**config.mk**
```make
export PLATFORM = sky130hd
export DESIGN_NAME = rdr_ram
export DESIGN_NICKNAME = d
export VERILOG_FILES = /design/src/design/reliable_datagram_receiver_assert.svh /design/src/design/rdr_ram.sv
export SDC_FILE = /design/constraint.sdc
export NUM_CORES = 1
export LEC_CHECK = 0
export BUFFER_PORTS_ARGS = -buffer_cell sky130_fd_sc_hd__buf_2
export CAP_MARGIN = 20
export CORE_ASPECT_RATIO = 1.4
export CORE_MARGIN = 5
export CORE_UTILIZATION = 62
export CTS_CLUSTER_DIAMETER = 100
export CTS_CLUSTER_SIZE = 25
export DETAILED_ROUTE_END_ITERATION = 16
export MAX_ROUTING_LAYER = met4
export PLACE_DENSITY = 0.79
export SLEW_MARGIN = 10
export SYNTH_ARGS = -nofsm -noshare
export SYNTH_HDL_FRONTEND = slang
export SYNTH_SLANG_ARGS = --single-unit
```
**constraint.sdc**
```tcl
create_clock -name clock -period 2.47 [get_ports clock]
set_input_delay 0.3705 -clock clock [delete_from_list [all_inputs] [get_ports clock]]
set_output_delay 0.3705 -clock clock [all_outputs]
set_load 0.05 [all_outputs]
```
**src/design/reliable_datagram_receiver_assert.svh**
```systemverilog
// assertion macros for the datagram receiver rtl
// depends on nothing; files that check their own logic include this header
`ifndef RELIABLE_DATAGRAM_RECEIVER_ASSERT_SVH
`define RELIABLE_DATAGRAM_RECEIVER_ASSERT_SVH

// condition holds at every clock edge outside reset
`define RDR_ASSERT_ALWAYS(label, clk, rst, cond, msg) \
   label: assert property (@(posedge clk) disable iff (rst) (cond)) else $error(msg);

// consequent holds in the same cycle as the antecedent
`define RDR_ASSERT_IMP(label, clk, rst, ante, cons, msg) \
   label: assert property (@(posedge clk) disable iff (rst) (ante) |-> (cons)) else $error(msg);

// consequent holds in the cycle after the antecedent
`define RDR_ASSERT_NEXT(label, clk, rst, ante, cons, msg) \
   label: assert property (@(posedge clk) disable iff (rst) (ante) |=> (cons)) else $error(msg);

`endif

```
**src/design/rdr_ram.sv**
```systemverilog
// generic single-clock ram, one write port and one registered read port
// depends on nothing
module rdr_ram #(
   parameter int WIDTH = 8,
   parameter int DEPTH = 64,
   localparam int AW = $clog2(DEPTH)
) (
   input  logic             clock,
   input  logic             wr_en,
   input  logic [AW-1:0]    wr_addr,
   input  logic [WIDTH-1:0] wr_data,
   input  logic             rd_en,
   input  logic [AW-1:0]    rd_addr,
   output logic [WIDTH-1:0] rd_data
);

   logic [WIDTH-1:0] mem_ff [DEPTH];
   logic [WIDTH-1:0] rd_data_ff;

   // write port
   always_ff @(posedge clock) begin
      if (wr_en) begin
         mem_ff[wr_addr] <= wr_data;
      end
   end

   // read port, data holds while no read is issued
   always_ff @(posedge clock) begin
      if (rd_en) begin
         rd_data_ff <= mem_ff[rd_addr];
      end
   end

   assign rd_data = rd_data_ff;

endmodule

```
After elaboration in Yosys (flattened, before gate mapping)
Memories as Yosys holds them, arrays and structs flattened. A register that Yosys moved wholly into a read port is not among the register bits.
Index checks and enable logic that the tools add are counted.
- muxes and demuxes: 2
- operators by type and width (cell ; number):
    $mux W1 ; 2
- word-level logic and storage cells: 3
- memories kept: 1
- input bits: 23
- output and inout bits: 8
- RAM bits: 512
- register bits after elaboration: 0
- memories (memory ; depth ; width ; read ports ; clocked after memory_dff ; wr ports ; RTL line ; source):
    mem_ff ; 64 ; 8 ; 1 ; 1 ; 1 ; rdr_ram.sv:17 ; logic [WIDTH-1:0] mem_ff [DEPTH];

Logic depth before layout (Yosys ltp)
- depth in word-level cells: 2
- depth in mapped cells: 9
- mapped depth without buffers: 5

Worst setup path before layout
No wires, ideal clock.
- kind: input port to flip-flop
- start point: input port rd_addr[1]
- end point: register rd_data_ff[3] (netlist: rd_data[3]), read port of mem_ff, data pin
- arrival: 1.910 ns
- path buffers: 3
- setup time: 0.266 ns
- cell stages on the path: 7
- data required time: 2.204 ns
- setup slack: 0.293 ns
- cell sequence: buf_4 > buf_2 > buf_2 > mux4_2 > mux4_2 > o21ai_1 > o41ai_1
- RTL lines (element ; RTL line ; source):
    start, declared ; rdr_ram.sv:13 ; input logic [AW-1:0] rd_addr,
    end, declared ; rdr_ram.sv:18 ; logic [WIDTH-1:0] rd_data_ff;

==> results.md <==
* Period utilisation layout at 0.901
* Clock latency on the worst-skew pair at 0.57 ns
* Die Width at 163 µm
* Average cell area after synthesis at 21.5 µm²
* Simple-gate share of the synthesized area at 0.0337
* Most frequent cells in the layout: edfxtp_1 (520), buf_4 (129), mux4_2 (126)
* Standard-cell rows at 78
* Max frequency at 449 MHz
* # IOs at 31
* PnR worst setup slack at 0.245 ns
* Largest family of logic cells by synthesized area: multiplexers
* Worst Hold End: rd_data[2]
* Filler instances at 1889
* DP HPWL at 30500 µm
* Final std cells w/o fill at 1522
* Max Slew Vio Count at 0
* # port buffers at 30
* Layout Nets at 1105
* Core area at 32300 µm²
* Placer Congestion at 0.849
* Min Tclk post-route at 2.23 ns
* Root buf cell: clkbuf_16
* Initial antenna violation count at 0
* First-pass GRT wire length at 66500 µm
* Asr flop ratio synth at 0
* Crit start category: register
* Place WS at -0.154 ns
* # Post-CTS Setup Buffers at 0
* Dominant synthesized flop cell: edfxtp_1
* Sequential-to-total area share from yosys stat at 0.771
* Distinct cell type count after synthesis at 39
* Remaining Overflow, GRT at 0
* Total GRT Usage at 0.259
* Outcome: complete, no violations
* CP cell instances: mux4_2, mux2_2, o221a_2, nor3_1, o32ai_1
* CP top delay family: multiplexers
* CP Capture Type: register
* CP bufs+invs at 0
* Drt total wl at 44600 µm
* Largest stage delay, worst path at 0.47 ns
* Endpoints failing setup at 0
* Syn-to-layout area delta at 10.8%
* FF-to-FF setup slack at 0.24 ns
* Mapped Cells at 940
* DRC at 0
* Clock transition at the registers of the reported paths at 0.10 ns
* Depth of the worst hold-timing path at 1
* H-tree depth at 1
* Share of layout cells above drive strength 1 at 0.309
* Worst Max-Slew Pin Slew at 0.697 ns
* Most common cell after layout, fill and taps aside: edfxtp_1
* Clock sinks at 520
* Post-synthesis mux area share at 0.159
* Worst EP required at 2.78 ns
* DR WL/cell at 29.3 µm
* Hold-fix buffers, CTS at 0
* Placed Cells incl. Taps at 1495
* Max-cap violations at 0
* Largest net degree at the start of global routing at 65
* Syn nets at 963
* Yosys warning total at 0
* Final hold viol count at 0
* CP Class: reg2reg
* Final sum of negative setup slack at 0 ns
* Hold Crit Start: rd_en
* Die Height at 224 µm
* Max Root-Sink Buffers at 3
* FF-to-FF End: rd_data[6]
* Initial core utilization at 0.627
* Slowest cell on the critical path: mux4_2
* Adder-cell share of the synthesized area at 0
* Max IR drop VDD at 631 µV
* Total CTS buffers at 24
* Final ANT Viol Nets at 0
* CTS tree: yes
* Yosys reg bits at 520
* Initial DRC Count at 1100
* Hold Crit Class: in2reg
* Register Area at 15600 µm²
* Vias in the first global route at 10500
* DR vias at 9875
* Pleak at 7.15 nW
* Worst Clk Skew at 0.0102 ns
* Rel. slew slack at 0.535
* RR Startpoint: mem_ff[29][6]
* XOR/XNOR Fraction of Synth Area at 0
* RSZ-0062 raised after global routing: false
* Critical Path Fanout Max at 1
* Pwr dens at 671 nW/µm²
* Antenna diodes at 0
* Via-to-Cell Ratio at 6.49
* Compound-Gate Fraction of Synth Area at 0.0206
* Post-synth EDFFs at 520
* Multi-input logic area at 4320 µm²
* DR pass1 iterations at 6
* Full die area at 36400 µm²
* WP data arrival at 2.53 ns
* Post-Syn Area at 20200 µm²
* Reg2Reg Depth at 5
* Post_cts resized at 0
[state kept, by name (all words and copies together), names as in the netlist]
name and flops:
mem_ff 512, rd_data 8
[metrics by stage]
step | hold slack (ns) | instance area, µm² | utilization | total power, mW
2_1_floorplan | 0.469 | 20200 | - | 10.6
6_report | 0.205 | 22400 | 0.695 | 15.1
5_1_grt | 0.173 | 22400 | 0.695 | 15.5
3_3_place_gp | 0.767 | 21800 | 0.674 | 11.0
4_1_cts | 0.176 | 22400 | 0.694 | 15.1
3_5_place_dp | 0.770 | 21800 | 0.674 | 11.0
[worst register-to-register path: cells and delay by family (launching register included)]
| family | cells | cell delay, ns |
|---|---|---|
| multiplexers | 2 | 0.78 |
| AO/OA/AOI/OAI | 2 | 0.43 |
| AND/OR/NAND/NOR | 1 | 0.39 |
| flip-flops | 1 | 0.38 |
[cells in the mapped netlist (2+ instances only)]
cell type | number | area [µm²]
o41ai_1 | 2 | 17.5
o21ai_1 | 2 | 10.0
nor2_1 | 83 | 312
o22ai_1 | 8 | 50.1
buf_6 | 4 | 45.0
o221ai_1 | 8 | 70.1
nand2b_1 | 7 | 43.8
mux2_2 | 13 | 146
o32ai_1 | 2 | 17.5
nor2b_1 | 14 | 87.6
a2111oi_0 | 2 | 17.5
a211oi_1 | 4 | 30.0
a221oi_1 | 6 | 52.6
a21oi_1 | 3 | 15.0
mux4_2 | 126 | 2840
o2111ai_1 | 3 | 26.3
mux2i_1 | 23 | 230
nor4_1 | 2 | 12.5
nand2_1 | 19 | 71.3
buf_2 | 11 | 55.1
o21a_1 | 2 | 15.0
nand4_1 | 2 | 12.5
buf_1 | 4 | 15.0
nand3b_1 | 3 | 22.5
edfxtp_1 | 520 | 15600
nor3_1 | 7 | 35.0
o2bb2ai_1 | 3 | 26.3
a22oi_1 | 3 | 22.5
buf_4 | 13 | 97.6
o221a_2 | 2 | 22.5
clkbuf_1 | 17 | 63.8
nand3_1 | 13 | 65.1
o21ai_0 | 2 | 10.0
buf_12 | 2 | 40.0
[cells by family (layout without fill, tap and decap cells)]
| logic type | after synthesis | after routing |
|---|---|---|
| AO/OA/AOI/OAI | 54 | 54 |
| buffers and inverters | 51 | 193 |
| flip-flops | 520 | 520 |
| multiplexers | 162 | 162 |
| AND/OR/NAND/NOR | 153 | 153 |
[worst max path at each step]
stage / from / endpoint / slack (ns) / cells after the start
5_1_grt: mem_ff[16][6] / rd_data[6] / 0.18 / 5
3_3_place_gp: rd_addr[0] / rd_data[6] / -0.14 / 8
6_report: mem_ff[29][6] / rd_data[6] / 0.24 / 5
4_1_cts: mem_ff[28][4] / rd_data[4] / 0.26 / 5
3_5_place_dp: rd_addr[0] / rd_data[6] / -0.15 / 8
2_1_floorplan: rd_addr[1] / rd_data[3] / 0.29 / 7
[report_power, final]
part	total, mW	internal, mW	switching, mW
clock	4.25	1.81	2.44
sequential	9.80	9.77	0.0258
combinational	1.02	0.407	0.610
[layout make-up]
| class | count | area share |
|---|---|---|
| sequential | 520 | 0.696 |
| timing repair buffer | 167 | 0.0590 |
| clock inverter | 1 | 0.000335 |
| clock buffer | 25 | 0.0279 |
| tap | 440 | 0.0245 |
| multi-input combinational | 369 | 0.192 |
[layer usage]
metal / track usage / part of all wire / wire [µm] / vias to the layer above
met2: 0.430 / 0.53 / 23500 / 502
met3: 0.0383 / 0.075 / 3360 / 121
li1: - / - / - / 4168
met4: 0.119 / 0.053 / 2370 / 0
met1: 0.320 / 0.35 / 15400 / 5084
met5: - / 0 / 0 / -
No activity file was read; power rests on OpenSTA's default activity.
