[src/design/reliable_datagram_receiver_assert.svh]
// assertion macros for the datagram receiver rtl
// depends on nothing; files that check their own logic include this header
`ifndef RELIABLE_DATAGRAM_RECEIVER_ASSERT_SVH
`define RELIABLE_DATAGRAM_RECEIVER_ASSERT_SVH

// condition holds at every clock edge outside reset
`define RDR_ASSERT_ALWAYS(label, clk, rst, cond, msg) \
   label: assert property (@(posedge clk) disable iff (rst) (cond)) else $error(msg);

// consequent holds in the same cycle as the antecedent
`define RDR_ASSERT_IMP(label, clk, rst, ante, cons, msg) \
   label: assert property (@(posedge clk) disable iff (rst) (ante) |-> (cons)) else $error(msg);

// consequent holds in the cycle after the antecedent
`define RDR_ASSERT_NEXT(label, clk, rst, ante, cons, msg) \
   label: assert property (@(posedge clk) disable iff (rst) (ante) |=> (cons)) else $error(msg);

`endif

[src/design/rdr_pkg.sv]
// shared types, codes and constants of the datagram receiver
// no dependencies; imported by every module of the block but the ram
package rdr_pkg;

   localparam int SEQ_W   = 32;
   localparam int SIG_W   = 32;
   localparam int LEN_W   = 11;
   localparam int TYPE_W  = 3;
   localparam int WIN_W   = 16;
   localparam int RETRY_W = 4;
   localparam int KIND_W  = 2;
   localparam int ENTRY_W = SEQ_W + SIG_W + TYPE_W + LEN_W;

   // largest payload length honored, longer ones saturate
   localparam logic [LEN_W-1:0] MAX_PAYLOAD = 11'd1024;

   // register reset values
   localparam logic [WIN_W-1:0]   WINDOW_RESET  = 16'd2048;
   localparam logic [RETRY_W-1:0] RETRIES_RESET = 4'd3;

   // configuration register indexes
   localparam int CSR_IDX_W = 1;
   localparam logic [CSR_IDX_W-1:0] CSR_IDX_WINDOW  = 1'b0;
   localparam logic [CSR_IDX_W-1:0] CSR_IDX_RETRIES = 1'b1;

   // item operation codes
   localparam logic OP_PACKET  = 1'b0;
   localparam logic OP_TIMEOUT = 1'b1;

   // packet type codes
   localparam logic [TYPE_W-1:0] TYPE_DAT = 3'd0;
   localparam logic [TYPE_W-1:0] TYPE_ACK = 3'd1;
   localparam logic [TYPE_W-1:0] TYPE_SYN = 3'd2;
   localparam logic [TYPE_W-1:0] TYPE_FIN = 3'd3;
   localparam logic [TYPE_W-1:0] TYPE_RST = 3'd4;

   // reply kind codes
   localparam logic [KIND_W-1:0] KIND_ACK    = 2'd0;
   localparam logic [KIND_W-1:0] KIND_RST    = 2'd1;
   localparam logic [KIND_W-1:0] KIND_GIVEUP = 2'd2;

   // connection phase
   typedef enum logic [3:0] {
      PH_HANDSHAKE = 4'b0001,
      PH_ESTAB     = 4'b0010,
      PH_DATA      = 4'b0100,
      PH_CLOSED    = 4'b1000
   } phase_type;

   // one input item after unpacking
   typedef struct packed {
      logic              op;
      logic [TYPE_W-1:0] ptype;
      logic [SEQ_W-1:0]  seq;
      logic [LEN_W-1:0]  len;
      logic [SIG_W-1:0]  sig;
   } item_type;

   // one reply item
   typedef struct packed {
      logic [KIND_W-1:0] kind;
      logic [SEQ_W-1:0]  ack;
      logic [WIN_W-1:0]  win;
      logic [LEN_W-1:0]  pay;
      logic              dup;
      logic              rel;
      logic              last;
   } reply_type;

   // replies handed from the controller to the output queue
   typedef struct packed {
      logic      push;
      logic      two;
      reply_type first;
      reply_type second;
   } reply_push_type;

   function automatic reply_type make_reply(
      input logic [KIND_W-1:0] kind,
      input logic [SEQ_W-1:0]  ack,
      input logic [WIN_W-1:0]  win,
      input logic [LEN_W-1:0]  pay,
      input logic              dup,
      input logic              rel
   );
      reply_type r;
      r.kind = kind;
      r.ack  = ack;
      r.win  = win;
      r.pay  = pay;
      r.dup  = dup;
      r.rel  = rel;
      r.last = 1'b0;
      return r;
   endfunction

   // window minus payload, floored at zero
   function automatic logic [WIN_W-1:0] shrink_window(
      input logic [WIN_W-1:0] win,
      input logic [LEN_W-1:0] len
   );
      logic [WIN_W-1:0] len_w;
      len_w = {{(WIN_W-LEN_W){1'b0}}, len};
      return (win > len_w) ? (win - len_w) : '0;
   endfunction

endpackage

[src/design/rdr_reply_q.sv]
// two-entry reply queue feeding the result channel
// depends on rdr_pkg for the reply types
module rdr_reply_q
   import rdr_pkg::*;
(
   input  logic           clock,
   input  logic           reset,
   input  reply_push_type push,
   output logic           empty,
   output logic           rsp_tvalid,
   input  logic           rsp_tready,
   output reply_type      rsp_reply
);

   logic      head_valid_ff, head_valid_in;
   logic      tail_valid_ff, tail_valid_in;
   reply_type head_ff, head_in;
   reply_type tail_ff, tail_in;
   logic      pop;

   assign pop        = head_valid_ff & rsp_tready;
   assign empty      = ~head_valid_ff & ~tail_valid_ff;
   assign rsp_tvalid = head_valid_ff;
   assign rsp_reply  = head_ff;

   // load both slots on push, shift tail to head on each taken item
   always_comb begin
      head_valid_in = head_valid_ff;
      tail_valid_in = tail_valid_ff;
      head_in       = head_ff;
      tail_in       = tail_ff;
      if (push.push) begin
         head_valid_in = 1'b1;
         tail_valid_in = push.two;
         head_in       = push.first;
         tail_in       = push.second;
      end else if (pop) begin
         head_valid_in = tail_valid_ff;
         tail_valid_in = 1'b0;
         head_in       = tail_ff;
      end
   end

   always_ff @(posedge clock) begin
      if (reset) begin
         head_valid_ff <= 1'b0;
         tail_valid_ff <= 1'b0;
      end else begin
         head_valid_ff <= head_valid_in;
         tail_valid_ff <= tail_valid_in;
      end
   end

   always_ff @(posedge clock) begin
      head_ff <= head_in;
      tail_ff <= tail_in;
   end

endmodule

[config.mk]
export PLATFORM = sky130hd
export DESIGN_NAME = rdr_reply_q
export DESIGN_NICKNAME = d
export VERILOG_FILES = /design/src/design/reliable_datagram_receiver_assert.svh /design/src/design/rdr_pkg.sv /design/src/design/rdr_reply_q.sv
export SDC_FILE = /design/constraint.sdc
export NUM_CORES = 1
export LEC_CHECK = 0
export ABC_AREA = 1
export BUFFER_PORTS_ARGS = -buffer_cell sky130_fd_sc_hd__buf_2
export CORE_MARGIN = 3
export CORE_UTILIZATION = 43
export DETAILED_ROUTE_END_ITERATION = 12
export HOLD_SLACK_MARGIN = 0.03
export MAX_ROUTING_LAYER = met4
export PLACE_DENSITY = 0.8
export SETUP_SLACK_MARGIN = 0.3
export SLEW_MARGIN = 20
export SYNTH_ARGS = -nofsm -noshare
export SYNTH_HDL_FRONTEND = slang
export SYNTH_SLANG_ARGS = --single-unit
[constraint.sdc]
create_clock -name clock -period 2.4 [get_ports clock]
set_input_delay 0.48 -clock clock [delete_from_list [all_inputs] [get_ports clock]]
set_output_delay 0.48 -clock clock [all_outputs]
set_load 0.05 [all_outputs]
Word level (Yosys, flattened, before mapping)
Cells that the tools add are included.
{"block": "word_totals", "regBits": 130, "out_inout_bits": 66, "elab_cells": 27}
{"block": "classes", "n_mux": 6, "n_bitwise": 4, "n_reduce_logical": 1}
{"op": "two-way mux 64 bit", "n": 2}
{"op": "two-way mux 1 bit", "n": 4}
{"op": "AND 1 bit", "n": 2}
{"op": "NOT 1 bit", "n": 2}
{"op": "nonzero test 2 bit", "n": 1}

Longest topological paths before layout
Gate-level depths: netlist of the first run.
{"block": "logic_depth", "word_depth": 3, "mapped_depth": 5}

Least setup slack after synthesis of the first run
No wires, ideal clock.
{"block": "synth_timing", "path_type": "register to register", "from": "reg head_valid_ff (netlist: rsp_tvalid)", "to": "reg head_ff (netlist bit rsp_reply[0]) (enable)", "setup_ps": 423, "t_arrival_ps": 2160, "required_ps": 1977, "slack_ps": -184, "path_stages_with_launch": 3, "n_path_buf": 0, "cell_sequence": "dfxtp_1 -> nand2_1 -> nand2_1"}
{"block": "synth_via", "elab_chain_len": 2}
{"item": "start, declared", "line_no": "rdr_reply_q.sv:15", "source": "logic head_valid_ff, head_valid_in;"}
{"item": "start signal, assigned", "line_no": "rdr_reply_q.sv:49", "source": "head_valid_ff <= head_valid_in;"}
{"item": "AND 1 bit", "line_no": "rdr_reply_q.sv:21", "source": "assign pop = head_valid_ff & rsp_tready;"}
{"item": "nonzero test 2 bit (no line)"}
{"item": "end signal, assigned", "line_no": "rdr_reply_q.sv:55", "source": "head_ff <= head_in;"}
{"item": "end, declared", "line_no": "rdr_reply_q.sv:17", "source": "reply_type head_ff, head_in;"}
No other way between the ends.
A chain may end at the register's enable or synchronous reset.

Final worst setup path of the first run
{"block": "layout_timing", "from": "reg head_valid_ff (netlist: rsp_tvalid)", "to": "out empty"}
{"block": "layout_via", "elab_chain_len": 2}
{"item": "NOT 1 bit", "line_no": "rdr_reply_q.sv:22", "source": "assign empty = ~head_valid_ff & ~tail_valid_ff;"}
{"item": "AND 1 bit", "line_no": "rdr_reply_q.sv:22"}
{"item": "end, declared", "line_no": "rdr_reply_q.sv:9", "source": "output logic empty,"}
No other way between the ends.

==> summary.md, run 1 <==
| Metric | Value |
|---|---|
| Number of routed nets with antenna violations | 0 |
| Fraction of final layout cells with drive strength greater than 1 | 41.7% |
| Root Buffer | clkbuf_8 |
| Total number of nets in the final design | 688 |
| Die Area | 12,300 sq um |
| Post-detail-place hpwl | 6.97 mm |
| Depth of the worst register-to-register path | 3 |
| Post-layout utilization of the core | 61.4% |
| Average via count per standard cell | 4.56 |
| Number of antenna violations at the first check in global routing | 1 |
| Crit end category | output pin |
| Maximum number of pins on one net before global-route repair | 130 |
| Yosys top cell area share | 81.1% |
| End of the worst register-to-register path | rsp_reply[4] |
| DRC errors left | 0 |
| Clock tree from TritonCTS | yes |
| DP Cell Count | 672 |
| Post-Layout Cell Count | 705 |
| Count of endpoints failing setup in the final report | 0 |
| Yosys reg bits | 130 |
| Post-synthesis instance total | 347 |
| Iteration-0 DRC count of the detailed router | approximately 140 |
| Number of I/O pins | 199 |
| Post-Route Setup TNS | 0 ns |
| Number of CTS-inserted buffers | 17 |
| CTS sink count | 130 |
| Largest area contributor in the netlist | edfxtp_1 |
| Clock edge transition at the registers on the reported setup and hold paths | roughly 0.06 ns |
| Overflow left after global routing | 0 |
| Total number of yosys warnings | 0 |
| Maximum clock rate | approximately 0.6 GHz |
| Worst R2R Setup Slack | about 1.0 ns |
| Pin slew with the least headroom to its limit | 0.589 ns |
| Site row count | 37 |
| Worst setup skew after layout | approximately 0.0044 ns |
| Data arrival, critical path | approximately 1.2 ns |
| Area Growth Syn to Fin | 36.1% |
| Type of origin of the critical path | flop |
| Post-CTS sizing | 0 |
| Area post-placement | about 5900 sq um |
| Floorplan core area | 10,500 sq um |
| Number of maximum-capacitance violations | 0 |
| Min-Delay Path Class | in -> reg |
| Maximum vdd drop | 460 uV |
| Starting Density | between 40 and 50% |
| Summed instance area of the synthesized netlist | 4740 sq um |
| Number of levels in the clock H-tree | 4 |
| GR Util All Layers | 17.4% |
| Wire length of the first global-routing pass | 16.0 mm |
| Pins Over Slew Limit | 0 |
| Maximum root-to-sink buffer count | 2 |
| Count of final hold-check violations | 0 |
| Aggregate routed wire length | 10.1 mm |
| Number of global-route vias before repair | between 3k and 4k |
| Length of the first detailed-routing pass in iterations | 4 |
| Post-CTS setup buffer count | 0 |
| Syn Nets | 480 |
| RePlAce Congestion | between 0.7 and 0.8 |
| Crit path launch | rsp_tvalid |
| Die outline height | between 100 and 150 um |
| Sequential fraction of the synthesis area | around four fifths |
| Hold_buf cts | 0 |
| Slack of the critical path | 0.731 ns |
| Highest fanout seen on the critical path | 4 |
| Power, Total | ~6.0 mW |
| Die width | between 100 and 150 um |
| Final Cell Area | 6450 sq um |
| Worst endpoint required time | about 1.9 ns |
| Port-buffer cells | between 150 and 200 |
| Hold_ws | 0.144 ns |
| Unique cell type count in the Yosys netlist | 12 |
| Portion of the clock cycle consumed by the worst path in the final layout | 69.6% |
| Leakage | roughly 3.0 nW |
| WL per Instance | about 14 um |
| Slew headroom | about three fifths |
| Worst skew pair latency | 0.51 ns |
| Launch instance of the worst register-to-register path | rsp_tvalid |
| Clock period minus final worst setup slack | 1.67 ns |
| Crit path to | empty |
| Setup Slack @ Placement | a little over 0.8 ns |
| Power density over the cells | 931 nW/um^2 |
| Critical path class | reg -> out |
| Vias after detailed routing | 3,212 |
| Setup repair after global routing missed its margin | no |
| Dominant cells by area after synthesis | edfxtp_1 (81%), nand2_1 (16%), buf_4 (0.95%) |
| Outcome | finished, final reports clean |
| Mean instance size in the synthesized netlist | 13.7 sq um |
worst max-delay path, stage by stage (launching register included):
cell,delay [ns]
dfxtp_1,0.33
nor2_1,0.09
buf_2,0.26
cell type report:
cell class                 count  area [sq um]
sequential                   130          3880
inverter                       2          7.51
antenna                        1          2.50
tap                          136           170
multi-input combinational    201           761
clock buffer                  17           414
clock inverter                15           168
timing repair buffer         203          1040
fill                         847          4060
cell usage after synthesis (all sizes together):
| master | number |
|---|---|
| nand2 | 197 |
| a21oi | 2 |
| dfxtp | 2 |
| nor2 | 1 |
| buf | 13 |
| nand3 | 1 |
| inv | 2 |
| clkbuf | 1 |
| edfxtp | 128 |
how the worst min path moves through the flow:
stage,from,end,slack [ns],depth (start not counted)
after floorplan,tail_valid_ff,tail_valid_ff,0.46,2
after global placement,rsp_tvalid,rsp_tvalid,0.47,2
after detailed placement,tail_ff[34],rsp_reply[34],0.50,2
after CTS,push[8],tail_ff[8],0.11,1
after global routing,push[34],tail_ff[34],0.10,1
final,push[13],tail_ff[13],0.14,1
state kept, by name, summed over array words and instances (netlist names):
| name | cells |
|---|---|
| rsp_reply | 64 |
| rsp_tvalid | 1 |
| tail_ff | 64 |
| tail_valid_ff | 1 |
where the power goes:
group | internal (mW) | switching (mW) | total, mW | leakage (nW)
clock network | 1.57 | 0.915 | 2.48 | 0.279
registers | 2.72 | 0.0485 | 2.77 | 1.29
logic | 0.191 | 0.558 | 0.749 | 1.40
total | 4.48 | 1.52 | 6.00 | 2.97
cell usage in the layout, fill, tap and decap left out:
master	netlist	routed
buf_2	6	197
dfxtp_1	2	2
diode_2	0	1
inv_1	1	1
buf_12	0	1
bufinv_16	0	3
clkbuf_8	0	1
a21oi_1	2	2
clkinv_4	0	2
buf_4	6	5
nand2_2	0	1
inv_2	1	1
nor2_1	1	1
nand2_1	197	196
nand3_1	1	1
edfxtp_1	128	128
clkbuf_16	0	16
clkinvlp_4	0	4
clkinv_2	0	6
per-layer routing:
metal / share of wire, % / global-route usage, % / vias up
met4: 2.2 / 7.96 / 0
li1: - / - / 1587
met3: 7.2 / 6.17 / 19
met2: 51 / 27.7 / 129
met5: 0 / - / -
met1: 40 / 19.9 / 1477
cell families (layout without fill, tap and decap cells):
kind of cell	Yosys count	in the layout	share of synthesized area (%)
buffers and inverters	16	237	2.06
other	0	1	0
and+or+nand+nor	199	199	15.8
AOI/OAI and AO/OA	2	2	0.211
DFF	130	130	81.9
(Power assumes the default switching activity.)
==> inputs of run 2 (changes only) <==
ABC_AREA = 0   (was 1)
clock period = 1.5 ns   (was 2.4 ns; I/O delays follow)
==> run 2 against run 1 <==
Net effect: sequential cell count did not move; utilization is 13 points higher; non-clock buffer count rose by 80; critical path depth unchanged; synthesized area is 0.74% higher; cell count down 7.5%; sequential share of layout area fell by 11 points; clock skew up 0.0010 ns; critical path type unchanged.
==> summary.md, run 2 <==
| Metric | Value |
|---|---|
| Site row count | 37 (unchanged) |
| Depth of the worst register-to-register path | 4 (was 3) |
| Clock tree from TritonCTS | yes (unchanged) |
| Data arrival, critical path | 1.13 ns (was 1.19 ns) |
| Die outline height | 111 um (about the same) |
| WL per Instance | 18.4 um (was 14.4 um) |
| End of the worst register-to-register path | rsp_reply[38] (was rsp_reply[4]) |
| Count of endpoints failing setup in the final report | 0 (unchanged) |
| Worst setup skew after layout | 0.00548 ns (was 0.00445 ns) |
| Number of global-route vias before repair | 3,317 (was 3,259) |
| GR Util All Layers | 19.1% (was 17.4%) |
| Maximum root-to-sink buffer count | 2 (unchanged) |
| Aggregate routed wire length | 12.0 mm (was 10.1 mm) |
| Min-Delay Path Class | in -> reg (unchanged) |
| Average via count per standard cell | 4.71 (was 4.56) |
| Post-synthesis instance total | 211 (was 347) |
| Crit end category | output pin (unchanged) |
| RePlAce Congestion | 0.812 (was 0.784) |
| Summed instance area of the synthesized netlist | 4770 sq um (was 4740 sq um) |
| Number of routed nets with antenna violations | 0 (unchanged) |
| Total number of yosys warnings | 0 (unchanged) |
| Worst R2R Setup Slack | 0.22 ns (was 1.03 ns) |
| Portion of the clock cycle consumed by the worst path in the final layout | 95.4% |
| Most common cell after layout, fill and taps aside | buf_2 (unchanged) |
| Unique cell type count in the Yosys netlist | 11 (was 12) |
| Crit path to | empty (unchanged) |
| Antenna Diode Count | 0 (was 1) |
| Die Area | 12,400 sq um (was 12,300 sq um) |
| Top post-synthesis cells by count | edfxtp_1 (128), mux2_2 (48), mux2_4 (16) (was nand2_1 (197), edfxtp_1 (128), buf_2 (6), buf_4 (6)) |
| Post-Route Setup TNS | 0 ns (unchanged) |
| Total number of nets in the final design | 639 (was 688) |
| Length of the first detailed-routing pass in iterations | 4 (unchanged) |
| Worst skew pair latency | 0.50 ns (was 0.51 ns) |
| Mean instance size in the synthesized netlist | 22.6 sq um (was 13.7 sq um) |
| Number of CTS-inserted buffers | 17 (unchanged) |
| Slew headroom | 81.0% (was 60.7%) |
| Number of maximum-capacitance violations | 0 (unchanged) |
| Share of flip-flops with an asynchronous set or reset after synthesis | 0% (unchanged) |
| Number of antenna violations at the first check in global routing | 0 (was 1) |
| Vias after detailed routing | 3,074 (was 3,212) |
| Maximum clock rate | 0.699 GHz |
| Post-detail-place hpwl | 7.04 mm (was 6.97 mm) |
| CTS sink count | 130 (unchanged) |
| Type of origin of the critical path | flop (unchanged) |
| Top-count cell post-synth | edfxtp_1 (was nand2_1) |
| Highest fanout seen on the critical path | 3 (was 4) |
| Hold_ws | 0.0949 ns (was 0.144 ns) |
| Root Buffer | clkbuf_8 (unchanged) |
| Port-buffer cells | 198 (unchanged) |
| Synth Flop Type | edfxtp_1 (unchanged) |
| Iteration-0 DRC count of the detailed router | 128 (was 136) |
| Clock period minus final worst setup slack | 1.43 ns |
| Wire length of the first global-routing pass | 17.3 mm (was 16.0 mm) |
| Worst endpoint required time | 1.20 ns (was 1.92 ns) |
| Number of I/O pins | 199 (unchanged) |
| Area Growth Syn to Fin | 64.6% (was 36.1%) |
| Largest area contributor in the netlist | edfxtp_1 (unchanged) |
| Fill count | 597 (was 847) |
| Maximum number of pins on one net before global-route repair | 45 (was 130) |
| DRC errors left | 0 (unchanged) |
| Dominant cells by area after synthesis | edfxtp_1 (81%), mux2_2 (11%), mux2_4 (5.0%) (was edfxtp_1 (81%), nand2_1 (16%), buf_4 (0.95%)) |
| Starting Density | 45.2% (was 45.1%) |
| Yosys reg bits | 130 (unchanged) |
| Overflow left after global routing | 0 (unchanged) |
| Fraction of final layout cells with drive strength greater than 1 | 59.9% (was 41.7%) |
| Clock edge transition at the registers on the reported setup and hold paths | 0.06 ns (about the same) |
| Sequential fraction of the synthesis area | 81.3% (was 81.9%) |
| Floorplan core area | 10,600 sq um (was 10,500 sq um) |
| Pins Over Slew Limit | 0 (unchanged) |
| Pin slew with the least headroom to its limit | 0.285 ns (was 0.589 ns) |
| Yosys top cell area share | 80.5% (was 81.1%) |
| Count of final hold-check violations | 0 (unchanged) |
| Setup repair after global routing missed its margin | yes (was no) |
| Syn Nets | 344 (was 480) |
| Power density over the cells | 1250 nW/um^2 (was 931 nW/um^2) |
| Count of flip-flops with a built-in enable after synthesis | 128 (unchanged) |
| Die width | 111 um (about the same) |
| Launch instance of the worst register-to-register path | rsp_tvalid (unchanged) |
| Most frequent cells in the layout | buf_2 (131), edfxtp_1 (128), buf_6 (70), dlygate4sd3_1 (66), mux2_2 (48) (was buf_2 (197), nand2_1 (196), edfxtp_1 (128), clkbuf_16 (16), clkinv_2 (6)) |
| Outcome | finished, final reports clean (unchanged) |
| Maximum vdd drop | 866 uV (was 460 uV) |
| Critical path class | reg -> out (unchanged) |
| Number of levels in the clock H-tree | 4 (unchanged) |
| Crit path launch | tail_valid_ff (was rsp_tvalid) |
| Leakage | 3.27 nW (was 2.97 nW) |
==> run 2: cells by family after synthesis <==
group                  after synthesis  share of synthesized area, %
DFF                                130                          81.3
muxes                               64                          16.4
buffers and inverters                8                          1.36
and+or+nand+nor                      7                         0.734
AOI/OAI and AO/OA                    2                         0.210
==> run 2: worst min-delay path by stage <==
stage	from	to	slack, ns	cells after the start
global placement	reset	rsp_tvalid	0.47	2
CTS	push[94]	rsp_reply[30]	0.07	2
global route	push[113]	rsp_reply[49]	0.06	2
floorplan	reset	rsp_tvalid	0.36	1
finish	push[111]	rsp_reply[47]	0.09	2
detailed placement	reset	rsp_tvalid	0.48	2
==> run 2: area by class of cell <==
class	instances	area [sq um]	area share [%]
clock buffer	18	418	5.32
clock inverter	11	97.6	1.24
multi-input combinational	74	862	11.0
sequential	130	3890	49.5
tap	136	170	2.16
timing repair buffer	283	2420	30.8
==> run 2: critical path, stage by stage, from the launching register on <==
cell and delay (ns):
dfxtp_2 0.34, nor2_4 0.12, buf_6 0.16
==> run 2: timing repair <==
item,in CTS,in global routing
cloned,0,11
pin swaps,1,1
hold buffers,66,0
resized for setup,131,10
buffers inserted,1,0
setup endpoints to repair,66,130
hold endpoints to repair,66,0
==> run 2: metrics by stage <==
stage | setup slack [ns] | utilization [%] | total power [mW] | std cells | cell area [sq um]
3_3_place_gp | 0.147 | 57.1 | 5.73 | 545 | 6020
6_report | 0.0688 | 74.5 | 9.81 | 652 | 7860
3_5_place_dp | 0.108 | 57.1 | 5.78 | 545 | 6020
4_1_cts | 0.0730 | 72.2 | 9.79 | 641 | 7620
2_1_floorplan | -0.0526 | - | 5.33 | 211 | 4800
5_1_grt | 0.0275 | 74.5 | 10.2 | 652 | 7860
==> run 2: power by group <==
part,internal (mW),switching (mW)
registers,4.36,0.119
clock network,2.28,1.36
logic,0.791,0.905
==> run 2: routing by layer <==
layer  routed length [um]  GRT usage (%)  vias up
met5                    0              -        -
li1                     -              -     1430
met4                  182           6.65        0
met2                 6620           33.9      142
met3                  778           6.52       21
met1                 4440           19.6     1481
==> inputs of run 3 (changes only) <==
REMOVE_ABC_BUFFERS = 1   (was unset)
==> run 3 against run 2 <==
Net effect: utilization grew 0.85 points; clock skew grew 0.0033 ns; die area unchanged; register-to-register slack better by 0.04 ns; cell count up 1.2%; sequential cell count is the same; wire length grew 2.0%; clock power is 5% higher; sequential share of layout area down 0.56 points.
==> summary.md, run 3 (synthesis results as in run 2) <==
| Metric | Value |
|---|---|
| Power, Total | 10.0 mW (was 9.81 mW) |
| Pin slew with the least headroom to its limit | 0.280 ns (was 0.285 ns) |
| Vias after detailed routing | 3,150 (was 3,074) |
| Length of the first detailed-routing pass in iterations | 4 (unchanged) |
| Count of final hold-check violations | 0 (unchanged) |
| Average via count per standard cell | 4.77 (was 4.71) |
| Worst setup skew after layout | 0.00874 ns (was 0.00548 ns) |
| Wire length of the first global-routing pass | 18.2 mm (was 17.3 mm) |
| Post-detail-place hpwl | 7.24 mm (was 7.04 mm) |
| Slack of the critical path | 0.0862 ns (was 0.0688 ns) |
| Worst endpoint required time | 1.20 ns (about the same) |
| Starting Density | 45.2% (unchanged) |
| Maximum number of pins on one net before global-route repair | 35 (was 45) |
| Maximum vdd drop | 682 uV (was 866 uV) |
| Hold_ws | 0.0969 ns (was 0.0949 ns) |
| WL per Instance | 18.6 um (was 18.4 um) |
| Most frequent cells in the layout | buf_2 (131), edfxtp_1 (128), buf_6 (68), dlygate4sd3_1 (66), mux2_2 (48) (was buf_2 (131), edfxtp_1 (128), buf_6 (70), dlygate4sd3_1 (66), mux2_2 (48)) |
| Number of antenna violations at the first check in global routing | 0 (unchanged) |
| Die width | 111 um (unchanged) |
| Maximum root-to-sink buffer count | 2 (unchanged) |
| Floorplan core area | 10,600 sq um (unchanged) |
| Fraction of final layout cells with drive strength greater than 1 | 60.3% (was 59.9%) |
| CTS sink count | 130 (unchanged) |
| Data arrival, critical path | 1.11 ns (was 1.13 ns) |
| Crit end category | output pin (unchanged) |
| Area post-placement | 6060 sq um (was 6020 sq um) |
| Aggregate routed wire length | 12.3 mm (was 12.0 mm) |
| Number of maximum-capacitance violations | 0 (unchanged) |
| Outcome | finished, final reports clean (unchanged) |
| Number of global-route vias before repair | 3,481 (was 3,317) |
| Setup repair after global routing missed its margin | yes (unchanged) |
| Highest fanout seen on the critical path | 3 (unchanged) |
| Site row count | 37 (unchanged) |
| Setup Slack @ Placement | 0.129 ns (was 0.108 ns) |
| Min-Delay Path Class | in -> reg (unchanged) |
| Port-buffer cells | 198 (unchanged) |
| Power density over the cells | 1260 nW/um^2 (was 1250 nW/um^2) |
| Post-layout utilization of the core | 75.3% (was 74.5%) |
| Final Cell Area | 7950 sq um (was 7860 sq um) |
| Clock period minus final worst setup slack | 1.41 ns (was 1.43 ns) |
| Antenna Diode Count | 0 (unchanged) |
| Area Growth Syn to Fin | 66.5% (was 64.6%) |
| Number of routed nets with antenna violations | 0 (unchanged) |
| Clock edge transition at the registers on the reported setup and hold paths | 0.05 ns (was 0.06 ns) |
| Number of CTS-inserted buffers | 17 (unchanged) |
| Slew headroom | 81.3% (was 81.0%) |
| Pins Over Slew Limit | 0 (unchanged) |
| Worst skew pair latency | 0.50 ns (about the same) |
| Portion of the clock cycle consumed by the worst path in the final layout | 94.3% (was 95.4%) |
| Die outline height | 111 um (unchanged) |
| GR Util All Layers | 19.8% (was 19.1%) |
| Overflow left after global routing | 0 (unchanged) |
| Root Buffer | clkbuf_8 (unchanged) |
| Total number of nets in the final design | 646 (was 639) |
| Leakage | 3.31 nW (was 3.27 nW) |
| RePlAce Congestion | 0.828 (was 0.812) |
| Die Area | 12,400 sq um (unchanged) |
| Most common cell after layout, fill and taps aside | buf_2 (unchanged) |
| Clock tree from TritonCTS | yes (unchanged) |
| Worst R2R Setup Slack | 0.26 ns (was 0.22 ns) |
| Iteration-0 DRC count of the detailed router | 138 (was 128) |
| Number of I/O pins | 199 (unchanged) |
| DRC errors left | 0 (unchanged) |
| Number of levels in the clock H-tree | 4 (unchanged) |
| Post-Route Setup TNS | 0 ns (unchanged) |
| Maximum clock rate | 0.707 GHz (was 0.699 GHz) |
| DP Cell Count | 551 (was 545) |
| Type of origin of the critical path | flop (unchanged) |
| Critical path class | reg -> out (unchanged) |
| Post-Layout Cell Count | 660 (was 652) |
| Count of endpoints failing setup in the final report | 0 (unchanged) |
==> run 3: cell types whose count changed in the layout (fill, tap and decap cells not counted), sizes merged <==
cell and change:
buf +9, clkbuf +2, bufinv +1, nand2b -1, clkinv -3
==> run 3: path summary, 6_finish.rpt <==
path	startpoint	endpoint	cells after the start
max	tail_valid_ff	empty	2
max reg2reg	rsp_tvalid	rsp_reply[58]	5
min	push[114]	rsp_reply[50]	2
min reg2reg	tail_valid_ff	tail_valid_ff	2
==> run 3: area by class of cell <==
| class | count | area [sq um] |
|---|---|---|
| timing repair buffer | 291 | 2500 |
| sequential | 130 | 3890 |
| clock inverter | 9 | 115 |
| tap | 136 | 170 |
| multi-input combinational | 73 | 848 |
| fill | 617 | 2600 |
| clock buffer | 21 | 429 |
==> run 3: report_power, final <==
group	leakage, nW	internal [mW]	switching (mW)
logic	1.77	0.811	0.904
registers	1.28	4.36	0.125
clock network	0.266	2.48	1.35
total	3.31	7.65	2.38
==> run 3: metal layers <==
metal	wire (um)	share of wire, %	global-route usage (%)	vias to the layer above
met5	0	0	-	-
li1	-	-	-	1447
met2	6650	54	34.5	146
met4	259	2.1	7.95	0
met3	697	5.7	6.14	21
met1	4670	38	21.0	1536
==> run 3: timing repair <==
action / in CTS / in global routing
hold endpoints to repair: 66 / 0
hold buffers: 66 / 0
setup endpoints to repair: 66 / 130
setup buffers: 1 / 4
cloned: 0 / 8
pin swaps: 1 / 1
resized for setup: 133 / 13
==> run 3: critical path, cell delays in order, from the launching register on <==
cell and delay (ns):
dfxtp_2 0.34, nor2_4 0.12, buf_8 0.15
